**config.mk**
```make
export PLATFORM = sky130hd
export DESIGN_NAME = base64_stream_encoder_flat
export DESIGN_NICKNAME = d
export VERILOG_FILES = /design/src/sv/b64s_pkg.sv /design/src/sv/b64s_in_if.sv /design/src/sv/b64s_out_if.sv /design/src/sv/b64s_cfg_if.sv /design/src/sv/b64s_grouper.sv /design/src/sv/b64s_serializer.sv /design/src/sv/base64_stream_encoder.sv /design/src/flat_wrapper.sv
export SDC_FILE = /design/constraint.sdc
export NUM_CORES = 1
export LEC_CHECK = 0
export ABC_AREA = 1
export BUFFER_PORTS_ARGS = -buffer_cell sky130_fd_sc_hd__buf_2
export CORE_MARGIN = 2
export CORE_UTILIZATION = 55
export CTS_CLUSTER_SIZE = 28
export DETAILED_ROUTE_END_ITERATION = 12
export GPL_TIMING_DRIVEN = 0
export PLACE_DENSITY_LB_ADDON = 0.08
export SLEW_MARGIN = 20
export SYNTH_ARGS = -nofsm -noshare
export SYNTH_HDL_FRONTEND = slang
export SYNTH_SLANG_ARGS = --single-unit
```
**constraint.sdc**
```tcl
create_clock -name clk -period 8 [get_ports clk]
set_clock_uncertainty 0.05 [all_clocks]
set_input_delay 1.6 -clock clk [delete_from_list [all_inputs] [get_ports clk]]
set_output_delay 1.6 -clock clk [all_outputs]
set_load 0.1 [all_outputs]
```
**src/sv/b64s_pkg.sv**
```systemverilog
// ----------------------------------------------------------------------------
// b64s_pkg
// Shared types, character constants and the sextet-to-ASCII mapping for the
// streaming base64 encoder.
// ----------------------------------------------------------------------------
package b64s_pkg;

  localparam int unsigned BYTE_W  = 8;
  localparam int unsigned BPL_W   = 6;
  localparam int unsigned SEXT_W  = 6;
  localparam int unsigned GRP_N   = 5;   // four characters plus optional line feed
  localparam int unsigned IDX_W   = 3;

  localparam logic [BPL_W-1:0]  BPL_RESET = 6'd19;

  localparam logic [BYTE_W-1:0] CH_UPPER_A = 8'd65;  // 'A'
  localparam logic [BYTE_W-1:0] CH_LOWER_A = 8'd97;  // 'a'
  localparam logic [BYTE_W-1:0] CH_ZERO    = 8'd48;  // '0'
  localparam logic [BYTE_W-1:0] CH_PLUS    = 8'd43;  // '+'
  localparam logic [BYTE_W-1:0] CH_SLASH   = 8'd47;  // '/'
  localparam logic [BYTE_W-1:0] CH_PAD     = 8'd61;  // '='
  localparam logic [BYTE_W-1:0] CH_LF      = 8'd10;

  localparam logic [IDX_W-1:0]  IDX_LAST_CHAR = 3'd3;
  localparam logic [IDX_W-1:0]  IDX_LF        = 3'd4;

  typedef logic [BYTE_W-1:0] char_t;

  // one finished group of output characters
  typedef struct packed {
    char_t [GRP_N-1:0] chars;
    logic              has_lf;
    logic              fin;
  } group_t;

  function automatic char_t b64_char(input logic [SEXT_W-1:0] v);
    char_t c;
    c = CH_SLASH;
    if (v < 6'd26) begin
      c = CH_UPPER_A + {2'b00, v};
    end else if (v < 6'd52) begin
      c = CH_LOWER_A + {2'b00, v - 6'd26};
    end else if (v < 6'd62) begin
      c = CH_ZERO + {2'b00, v - 6'd52};
    end else if (v == 6'd62) begin
      c = CH_PLUS;
    end
    return c;
  endfunction

endpackage

```
**src/sv/b64s_in_if.sv**
```systemverilog
// ----------------------------------------------------------------------------
// b64s_in_if
// Raw byte request channel into the encoder.
// ----------------------------------------------------------------------------
interface b64s_in_if;
  logic       valid;
  logic       ready;
  logic [7:0] in_byte;
  logic       final_byte;

  modport source (output valid, output in_byte, output final_byte, input ready);
  modport sink   (input valid, input in_byte, input final_byte, output ready);
endinterface

```
**src/sv/b64s_out_if.sv**
```systemverilog
// ----------------------------------------------------------------------------
// b64s_out_if
// Encoded character channel out of the encoder.
// ----------------------------------------------------------------------------
interface b64s_out_if;
  logic       valid;
  logic       ready;
  logic [7:0] out_char;
  logic       run_last;
  logic       stream_end;

  modport source (output valid, output out_char, output run_last, output stream_end,
                  input ready);
  modport sink   (input valid, input out_char, input run_last, input stream_end,
                  output ready);
endinterface

```
**src/sv/b64s_cfg_if.sv**
```systemverilog
// ----------------------------------------------------------------------------
// b64s_cfg_if
// Write channel for the line-length register.
// ----------------------------------------------------------------------------
interface b64s_cfg_if;
  logic       valid;
  logic       ready;
  logic [5:0] blocks_per_line;

  modport source (output valid, output blocks_per_line, input ready);
  modport sink   (input valid, input blocks_per_line, output ready);
endinterface

```
**src/sv/b64s_grouper.sv**
```systemverilog
// ----------------------------------------------------------------------------
// b64s_grouper
// Holds pending bytes, forms a complete group on the third or final byte and
// keeps the per-line block count.
// ----------------------------------------------------------------------------
module b64s_grouper (
  input  logic                         clk,
  input  logic                         rst_n,
  input  logic                         in_fire,
  input  logic [b64s_pkg::BYTE_W-1:0]  in_byte,
  input  logic                         final_byte,
  input  logic [b64s_pkg::BPL_W-1:0]   blocks_per_line,
  output logic                         grp_evt,
  output b64s_pkg::group_t             grp
);
  import b64s_pkg::*;

  logic [2*BYTE_W-1:0] held_r, held_nxt;
  logic [1:0]          phase_r, phase_nxt;
  logic [BPL_W-1:0]    count_r, count_nxt;
  logic [BPL_W-1:0]    count_inc;
  logic [BYTE_W-1:0]   b0, b1, b2;
  logic                two_plus, three;
  logic                lf;

  always_comb begin
    grp_evt   = (phase_r >= 2'd2) || final_byte;
    // byte count of the group: 1, 2 or 3
    three     = (phase_r >= 2'd2);
    two_plus  = (phase_r != 2'd0);

    b0 = two_plus ? held_r[2*BYTE_W-1:BYTE_W] : in_byte;
    b1 = three ? held_r[BYTE_W-1:0] : (two_plus ? in_byte : '0);
    b2 = three ? in_byte : '0;

    count_inc = count_r + 1'b1;
    lf        = (blocks_per_line != '0) && (count_inc == blocks_per_line);

    grp.chars[0] = b64_char(b0[7:2]);
    grp.chars[1] = b64_char({b0[1:0], b1[7:4]});
    grp.chars[2] = two_plus ? b64_char({b1[3:0], b2[7:6]}) : CH_PAD;
    grp.chars[3] = three ? b64_char(b2[5:0]) : CH_PAD;
    grp.chars[4] = CH_LF;
    grp.has_lf   = lf;
    grp.fin      = final_byte;

    held_nxt  = held_r;
    phase_nxt = phase_r;
    count_nxt = count_r;
    if (in_fire) begin
      if (grp_evt) begin
        held_nxt  = '0;
        phase_nxt = 2'd0;
        count_nxt = (lf || final_byte) ? '0 : count_inc;
      end else begin
        if (phase_r == 2'd0) begin
          held_nxt[2*BYTE_W-1:BYTE_W] = in_byte;
        end else begin
          held_nxt[BYTE_W-1:0] = in_byte;
        end
        phase_nxt = phase_r + 1'b1;
      end
    end
  end

  always_ff @(posedge clk) begin
    if (!rst_n) begin
      held_r  <= '0;
      phase_r <= '0;
      count_r <= '0;
    end else begin
      held_r  <= held_nxt;
      phase_r <= phase_nxt;
      count_r <= count_nxt;
    end
  end

endmodule

```
**src/sv/b64s_serializer.sv**
```systemverilog
// ----------------------------------------------------------------------------
// b64s_serializer
// Group register that hands out its characters one per cycle on the result
// channel while that channel is ready.
// ----------------------------------------------------------------------------
module b64s_serializer (
  input  logic                clk,
  input  logic                rst_n,
  input  logic                load,
  input  b64s_pkg::group_t    grp_in,
  output logic                slot_free,
  b64s_out_if.source          out_ch
);
  import b64s_pkg::*;

  group_t            grp_r, grp_nxt;
  logic              busy_r, busy_nxt;
  logic [IDX_W-1:0]  idx_r, idx_nxt;
  logic              is_last;
  logic              out_fire;

  always_comb begin
    is_last   = grp_r.has_lf ? (idx_r == IDX_LF) : (idx_r == IDX_LAST_CHAR);
    out_fire  = busy_r && out_ch.ready;
    slot_free = !busy_r || (out_fire && is_last);

    out_ch.valid      = busy_r;
    out_ch.out_char   = grp_r.chars[idx_r];
    out_ch.run_last   = is_last;
    out_ch.stream_end = is_last && grp_r.fin;

    grp_nxt  = grp_r;
    busy_nxt = busy_r;
    idx_nxt  = idx_r;
    if (out_fire) begin
      idx_nxt = idx_r + 1'b1;
      if (is_last) begin
        busy_nxt = 1'b0;
      end
    end
    if (load) begin
      grp_nxt  = grp_in;
      busy_nxt = 1'b1;
      idx_nxt  = '0;
    end
  end

  always_ff @(posedge clk) begin
    if (!rst_n) begin
      busy_r <= 1'b0;
      idx_r  <= '0;
    end else begin
      busy_r <= busy_nxt;
      idx_r  <= idx_nxt;
    end
    grp_r <= grp_nxt;
  end

endmodule

```
**src/sv/base64_stream_encoder.sv**
```systemverilog
// ----------------------------------------------------------------------------
// base64_stream_encoder
// Streaming base64 encoder with optional line wrap.
// ----------------------------------------------------------------------------
// Takes one byte per request and emits standard-alphabet base64, one
// character per cycle while the output is ready. The first and second bytes
// of a group are taken straight away, even while an earlier group is still
// going out; the byte that completes a group waits only until the group
// register is free, which happens on the cycle its last character is taken.
// Throughput is set by the output port: a group of three bytes gives four
// characters, five when a line feed follows. A final byte pads a short group
// with '=' and clears the line count. blocks_per_line (reset 19, 0 = no wrap)
// may be written at any time the channel is quiet; cfg is always ready.
module base64_stream_encoder (
  input  logic        clk,
  input  logic        rst_n,
  b64s_in_if.sink     in_chan,
  b64s_out_if.source  out_chan,
  b64s_cfg_if.sink    cfg_chan
);
  import b64s_pkg::*;

  logic [BPL_W-1:0] bpl_r;
  logic             grp_evt;
  logic             slot_free;
  logic             in_fire;
  group_t           grp;

  // bytes that only get held never need the group register
  assign in_chan.ready = slot_free || !grp_evt;
  assign in_fire       = in_chan.valid && in_chan.ready;
  assign cfg_chan.ready = 1'b1;

  always_ff @(posedge clk) begin
    if (!rst_n) begin
      bpl_r <= BPL_RESET;
    end else if (cfg_chan.valid) begin
      bpl_r <= cfg_chan.blocks_per_line;
    end
  end

  b64s_grouper u_grouper (
    .clk             (clk),
    .rst_n           (rst_n),
    .in_fire         (in_fire),
    .in_byte         (in_chan.in_byte),
    .final_byte      (in_chan.final_byte),
    .blocks_per_line (bpl_r),
    .grp_evt         (grp_evt),
    .grp             (grp)
  );

  b64s_serializer u_serializer (
    .clk       (clk),
    .rst_n     (rst_n),
    .load      (in_fire && grp_evt),
    .grp_in    (grp),
    .slot_free (slot_free),
    .out_ch    (out_chan)
  );

endmodule

```
**src/flat_wrapper.sv**
```systemverilog
// flat-port wrapper written by rule: the top's interface ports become plain ports
module base64_stream_encoder_flat import b64s_pkg::*;
  (clk, rst_n, in_chan_valid, in_chan_in_byte, in_chan_final_byte, in_chan_ready, out_chan_valid, out_chan_out_char, out_chan_run_last, out_chan_stream_end, out_chan_ready, cfg_chan_valid, cfg_chan_blocks_per_line, cfg_chan_ready);
  b64s_in_if in_chan_i ();
  b64s_out_if out_chan_i ();
  b64s_cfg_if cfg_chan_i ();
  input  logic clk;
  input  logic rst_n;
  input wire logic [$bits(in_chan_i.valid)-1:0] in_chan_valid;
  input wire logic [$bits(in_chan_i.in_byte)-1:0] in_chan_in_byte;
  input wire logic [$bits(in_chan_i.final_byte)-1:0] in_chan_final_byte;
  output wire logic [$bits(in_chan_i.ready)-1:0] in_chan_ready;
  output wire logic [$bits(out_chan_i.valid)-1:0] out_chan_valid;
  output wire logic [$bits(out_chan_i.out_char)-1:0] out_chan_out_char;
  output wire logic [$bits(out_chan_i.run_last)-1:0] out_chan_run_last;
  output wire logic [$bits(out_chan_i.stream_end)-1:0] out_chan_stream_end;
  input wire logic [$bits(out_chan_i.ready)-1:0] out_chan_ready;
  input wire logic [$bits(cfg_chan_i.valid)-1:0] cfg_chan_valid;
  input wire logic [$bits(cfg_chan_i.blocks_per_line)-1:0] cfg_chan_blocks_per_line;
  output wire logic [$bits(cfg_chan_i.ready)-1:0] cfg_chan_ready;
  assign in_chan_i.valid = in_chan_valid;
  assign in_chan_i.in_byte = in_chan_in_byte;
  assign in_chan_i.final_byte = in_chan_final_byte;
  assign in_chan_ready = in_chan_i.ready;
  assign out_chan_valid = out_chan_i.valid;
  assign out_chan_out_char = out_chan_i.out_char;
  assign out_chan_run_last = out_chan_i.run_last;
  assign out_chan_stream_end = out_chan_i.stream_end;
  assign out_chan_i.ready = out_chan_ready;
  assign cfg_chan_i.valid = cfg_chan_valid;
  assign cfg_chan_i.blocks_per_line = cfg_chan_blocks_per_line;
  assign cfg_chan_ready = cfg_chan_i.ready;
  base64_stream_encoder u_core (.clk(clk), .rst_n(rst_n), .in_chan(in_chan_i), .out_chan(out_chan_i), .cfg_chan(cfg_chan_i));
endmodule
```
Yosys cells after proc, flatten, opt, wreduce, memory -nomap -nowiden
Cells that the tools add are included.
{"block": "op_classes", "n_reduce_logical": 23, "add_sub_neg": 23, "n_lt_le_gt_ge": 14, "mux": 31, "n_bitwise": 1, "n_eq_ne": 8}
{"op": "$mux 8", "n": 15}
{"op": "$add 7x6->8 const A", "n": 8}
{"op": "$lt 6x6->1 const B", "n": 8}
{"op": "$add 6x6->7 const A", "n": 4}
{"op": "$mux 7", "n": 4}
{"op": "$bmux 8 s3", "n": 1}
{"op": "$eq 6x6->1 const B", "n": 4}
{"op": "$lt 6x5->1 const B", "n": 4}
{"op": "$sub 6x5->6 const B", "n": 4}
{"op": "$sub 6x6->6 const B", "n": 4}
{"op": "$mux 16", "n": 1}
{"op": "$mux 3", "n": 4}
{"op": "$reduce_and 2->1", "n": 4}
{"op": "$reduce_bool 2->1", "n": 4}
{"op": "$add 6x1->6 const B", "n": 1}
{"op": "$eq 6x6->1", "n": 1}
{"op": "$logic_and 1x1->1", "n": 6}
{"op": "$mux 6", "n": 1}
{"op": "$reduce_bool 6->1", "n": 1}
{"op": "$logic_or 1x1->1", "n": 4}
{"op": "$lt 3x4->1 const B", "n": 1}
{"op": "$mux 1", "n": 4}
{"op": "$add 3x1->3 const B", "n": 1}
{"op": "$eq 3x2->1 const B", "n": 1}
{"op": "9 further kinds", "n": 10}
{"block": "word_totals", "regBits": 68, "input_bits": 20}

Longest topological paths before layout
{"block": "logic_depth", "word_depth": 9, "ltp_mapped": 18, "ltp_nobuf": 17}

Hierarchy
From an unflattened synthesis, not the netlist that was laid out.
{"block": "hier_totals", "hier_cells": 832, "hier_area_um2": 6005.8}
{"module": "b64s_grouper", "n_inst": 1, "cells_each": 641, "area_each_um2": 3862.5}
{"module": "b64s_serializer", "n_inst": 1, "cells_each": 152, "area_each_um2": 1871.8}
{"module": "base64_stream_encoder", "n_inst": 1, "cells_each": 39, "area_each_um2": 271.5}

Worst setup path before layout
OpenSTA, ideal clock, no wires.
{"block": "synth_path", "path_kind": "reg2out", "from": "register u_core.u_serializer.idx_r[0]", "to": "output out_chan_out_char[1]", "stages_incl_launch_ff": 7, "arrival_time_ns": 3.102, "required_ns": 6.350, "path_slack_ns": 3.248, "path_buffers": 2, "path_cell_list": "dfxtp_1 -> buf_2 -> inv_2 -> clkbuf_1 -> ha_1 -> inv_1 -> o21ai_0"}
{"block": "synth_between", "elab_chain_len": 2}
{"element": "start, declared", "line_no": "b64s_serializer.sv:18", "source": "logic [IDX_W-1:0] idx_r, idx_nxt;"}
{"element": "start signal, assigned", "line_no": "b64s_serializer.sv:54", "source": "idx_r <= idx_nxt;"}
{"element": "$bmux 8 s3", "line_no": "b64s_serializer.sv:28", "source": "out_ch.out_char = grp_r.chars[idx_r];"}
{"element": "$mux 8 (not written as such)", "line_no": "b64s_serializer.sv:28"}
{"element": "end, declared", "line_no": "flat_wrapper.sv:14", "source": "output wire logic [$bits(out_chan_i.out_char)-1:0] out_chan_out_char;"}
Every way passes these cells. The select of a mux whose other input is x is not followed.

Worst setup path in the final report
{"block": "layout_path", "from": "input in_chan_final_byte", "to": "output in_chan_ready"}
{"block": "layout_between", "elab_chain_len": 3}
{"element": "start, declared", "line_no": "flat_wrapper.sv:11", "source": "input wire logic [$bits(in_chan_i.final_byte)-1:0] in_chan_final_byte;"}
{"element": "$logic_or 1x1->1", "line_no": "b64s_grouper.sv:27", "source": "grp_evt = (phase_r >= 2'd2) || final_byte;"}
{"element": "$logic_not 1->1", "line_no": "base64_stream_encoder.sv:30", "source": "assign in_chan.ready = slot_free || !grp_evt;"}
{"element": "$logic_or 1x1->1", "line_no": "base64_stream_encoder.sv:30"}
{"element": "end, declared", "line_no": "flat_wrapper.sv:12", "source": "output wire logic [$bits(in_chan_i.ready)-1:0] in_chan_ready;"}
Every way passes these cells.

==> impl_metrics.json <==
{
  "yosys_warnings": 0,
  "fp-row-count": 36,
  "io_pins": 33,
  "peakVddDrop_v": 0.0001104,
  "final_layout_size_suffix_gt1_share_pct": 14.01,
  "async_flop_share_pct": 0,
  "synth_seq_cells": 68,
  "die_h_um": 103.2,
  "crit_path_end_kind": "primary output",
  "ff2ff_path_depth": 16,
  "cts-root-buf": "clkbuf_8",
  "cts.reportedPaths.clkPinSlew_ns": 0.09,
  "num_vias": 5129,
  "grt_max_degree": 36,
  "finalSetupViolations": 0,
  "synth_area_um2": 5414,
  "antennaDiodeCount": 0,
  "seq_area_frac_synth_pct": 31.43,
  "reg2reg_slack_ns": 4.56,
  "grt_pass1_vias": 4627,
  "rsz0062_at_grt": "false",
  "status": "finished clean",
  "postSynthCellCount": 774,
  "fin_setup_tns_ns": 0,
  "min_path_type": "reg2reg",
  "dp_hpwl_um": 10560,
  "hold_buffers": 0,
  "power.internal_mw": 0.6262,
  "slew_headroom_pct": 36.28,
  "worst_skew_pair.late_latency_ns": 0.35,
  "viasPerCell": 5.376,
  "ctsResizeCount": 0,
  "gp_congestion": 0.9660,
  "required_ns": 6.35,
  "wl_um": 13600,
  "power_frac_clock_pct": 28.6,
  "grt_usage_pct": 26.22,
  "drc": 0,
  "port_buffers": 31,
  "finalCriticalPeriod_ns": 4.364,
  "drt_pass1_iterations": 5,
  "combPwrFrac_pct": 32.2,
  "synthFlopType": "edfxtp_1",
  "netlist.area_leader.share_pct": 18.86,
  "ctsHtreeMaxLevel": 3,
  "wl_per_cell_um": 14.25,
  "syn_nets": 833,
  "r2r_start": "u_core.u_grouper.phase_r[1]",
  "maxSlewViolCount": 0,
  "worstPathMaxFanout": 5,
  "avgSynthCellArea_um2": 6.995,
  "synth_enable_flop_cells": 34,
  "min_to": "u_core.u_grouper.held_r[3]",
  "drtIter0Drc": 337,
  "fmax_ghz": 0.2292,
  "grt_pass1_wl_um": 22130,
  "antenna_found_initial": 0,
  "holdCritStartpoint": "u_core.u_grouper.held_r[3]",
  "synth_largest_area_cell": "edfxtp_1",
  "whs_path_depth": 2,
  "ant_nets": 0,
  "floorplan.initialDensity_pct": 55.90,
  "cts_tree": "done",
  "overflow": 0,
  "clk_path_buf_depth": 2,
  "switching_share_pct": 38.92,
  "cp.arrival_ns": 2.71,
  "dieWidth_um": 103.2,
  "fin_crit_sh_pct": 54.54,
  "worst_slew_pin_slew_ns": 0.9457,
  "net-switching-power_mw": 0.3990,
  "synthToLayoutAreaGrowth_pct": 9.637,
  "setup.worst_path.class": "in2out",
  "ys_types": 42,
  "start_kind": "input port",
  "finalHoldViolCount": 0,
  "dieArea_um2": 10650,
  "fin_nets": 875,
  "seqPwrFrac_pct": 39.2,
  "synth.top_cells.by_area": "edfxtp_1 (19%), nand2_1 (14%), dfxtp_1 (13%)",
  "post_cts_buffers": 0,
  "reg2reg_to": "u_core.u_serializer.grp_r[9]",
  "numCtsBuffers": 9,
  "holdWs_ns": 0.4125,
  "maxCapViolCount": 0,
  "powerDensity_nw_per_um2": 172.7,
  "p_leak_nw": 2.616,
  "cts.sinks": 68,
  "core-area_um2": 9684
}
==> metal layers <==
| metal | up-vias | GRT usage [%] | share of wire [%] |
|---|---|---|---|
| met5 | - | 0 | 0 |
| met4 | 0 | 6.275 | 1.1 |
| met3 | 13 | 2.957 | 4.8 |
| met2 | 127 | 44.31 | 47 |
| met1 | 2355 | 36.20 | 47 |
| li1 | 2634 | - | - |
==> logic make-up after synthesis <==
kind of cell / synth area share [%]
compound gates: 13.03
xor+xnor: 4.183
fa+ha+maj: 9.013
buf+inv: 8.828
flops: 31.43
other cells: 0.06927
simple gates: 33.44
==> how the worst max path moves through the flow <==
stage,startpoint,depth (start not counted),to
after floorplan,u_core.u_serializer.idx_r[0],6,out_chan_out_char[1]
after global placement,in_chan_final_byte,5,in_chan_ready
after detailed placement,in_chan_final_byte,5,in_chan_ready
after CTS,in_chan_final_byte,5,in_chan_ready
after global routing,in_chan_final_byte,5,in_chan_ready
final,in_chan_final_byte,5,in_chan_ready
==> through the flow <==
stage	total power [mW]	util, %	instance area [um^2]	instances	worst slack [ns]
finish	1.025	61.29	5936	954	3.636
global route	1.086	61.29	5936	954	3.537
CTS	1.029	61.29	5936	954	3.641
detailed placement	0.7366	59.22	5736	938	3.653
global placement	0.7293	59.22	5736	938	3.633
floorplan	0.6610	-	5414	774	3.248
==> layout make-up <==
| class | count | area (um^2) |
|---|---|---|
| Buffer | 20 | 125.1 |
| Clock buffer | 10 | 148.9 |
| Clock inverter | 6 | 51.30 |
| Fill cell | 924 | 3749 |
| Inverter | 94 | 352.8 |
| Multi-Input combinational cell | 592 | 3234 |
| Sequential cell | 68 | 1702 |
| Tap cell | 133 | 166.4 |
| Timing Repair Buffer | 31 | 155.1 |
==> cells in the final DEF, fill, tap and decap left out, types with 3 or more instances in the layout <==
cell | synthesis | final
a21oi_1 | 54 | 54
buf_2 | 4 | 35
buf_6 | 5 | 5
clkbuf_1 | 8 | 8
clkbuf_8 | 0 | 9
dfxtp_1 | 34 | 34
edfxtp_1 | 34 | 34
ha_1 | 39 | 39
inv_1 | 85 | 84
inv_2 | 8 | 9
inv_6 | 0 | 3
nand2_1 | 204 | 204
nand2_2 | 19 | 19
nand3_1 | 52 | 52
nand3_2 | 3 | 3
nand4_1 | 26 | 26
nor2_1 | 68 | 68
nor2_2 | 6 | 6
nor2_4 | 6 | 6
nor3_1 | 3 | 3
o211ai_1 | 5 | 5
o21ai_0 | 47 | 47
o21ai_1 | 8 | 8
o21ai_2 | 5 | 5
or2_2 | 4 | 4
xnor2_1 | 4 | 4
xor2_1 | 20 | 20
==> flip-flops by register name, summed over array words and instances (netlist names) <==
name,flops
u_core.u_serializer.out_ch.valid,1
u_core.u_serializer.idx_r,3
u_core.u_grouper.count_r,6
u_core.u_serializer.grp_r,34
u_core.bpl_r,6
u_core.u_grouper.held_r,16
u_core.u_grouper.phase_r,2
==> power groups by stage <==
stage	logic [mW]	clock network, mW	registers (mW)
2_1_floorplan	0.252	0	0.409
3_3_place_gp	0.319	0	0.410
3_5_place_dp	0.326	0	0.410
4_1_cts	0.328	0.299	0.402
5_1_grt	0.368	0.314	0.404
6_report	0.330	0.293	0.402
==> synthesized netlist by cell type (3+ instances only) <==
master and count:
edfxtp_1 34, buf_2 4, nand3_2 3, nand4_1 26
or2_2 4, o21ai_1 8, nor2_1 68, nand3_1 52
nor3_1 3, nor2_2 6, o21ai_2 5, o211ai_1 5
dfxtp_1 34, inv_1 85, buf_6 5, ha_1 39
xnor2_1 4, clkbuf_1 8, nand2_2 19, inv_2 8
nand2_1 204, nor2_4 6, a21oi_1 54, xor2_1 20
o21ai_0 47
==> critical path: stages <==
cell and delay (ns):
buf_2 0.12, nor2_1 0.19, inv_1 0.08, nand2_1 0.23, buf_2 0.49
(Power assumes the default switching activity.)
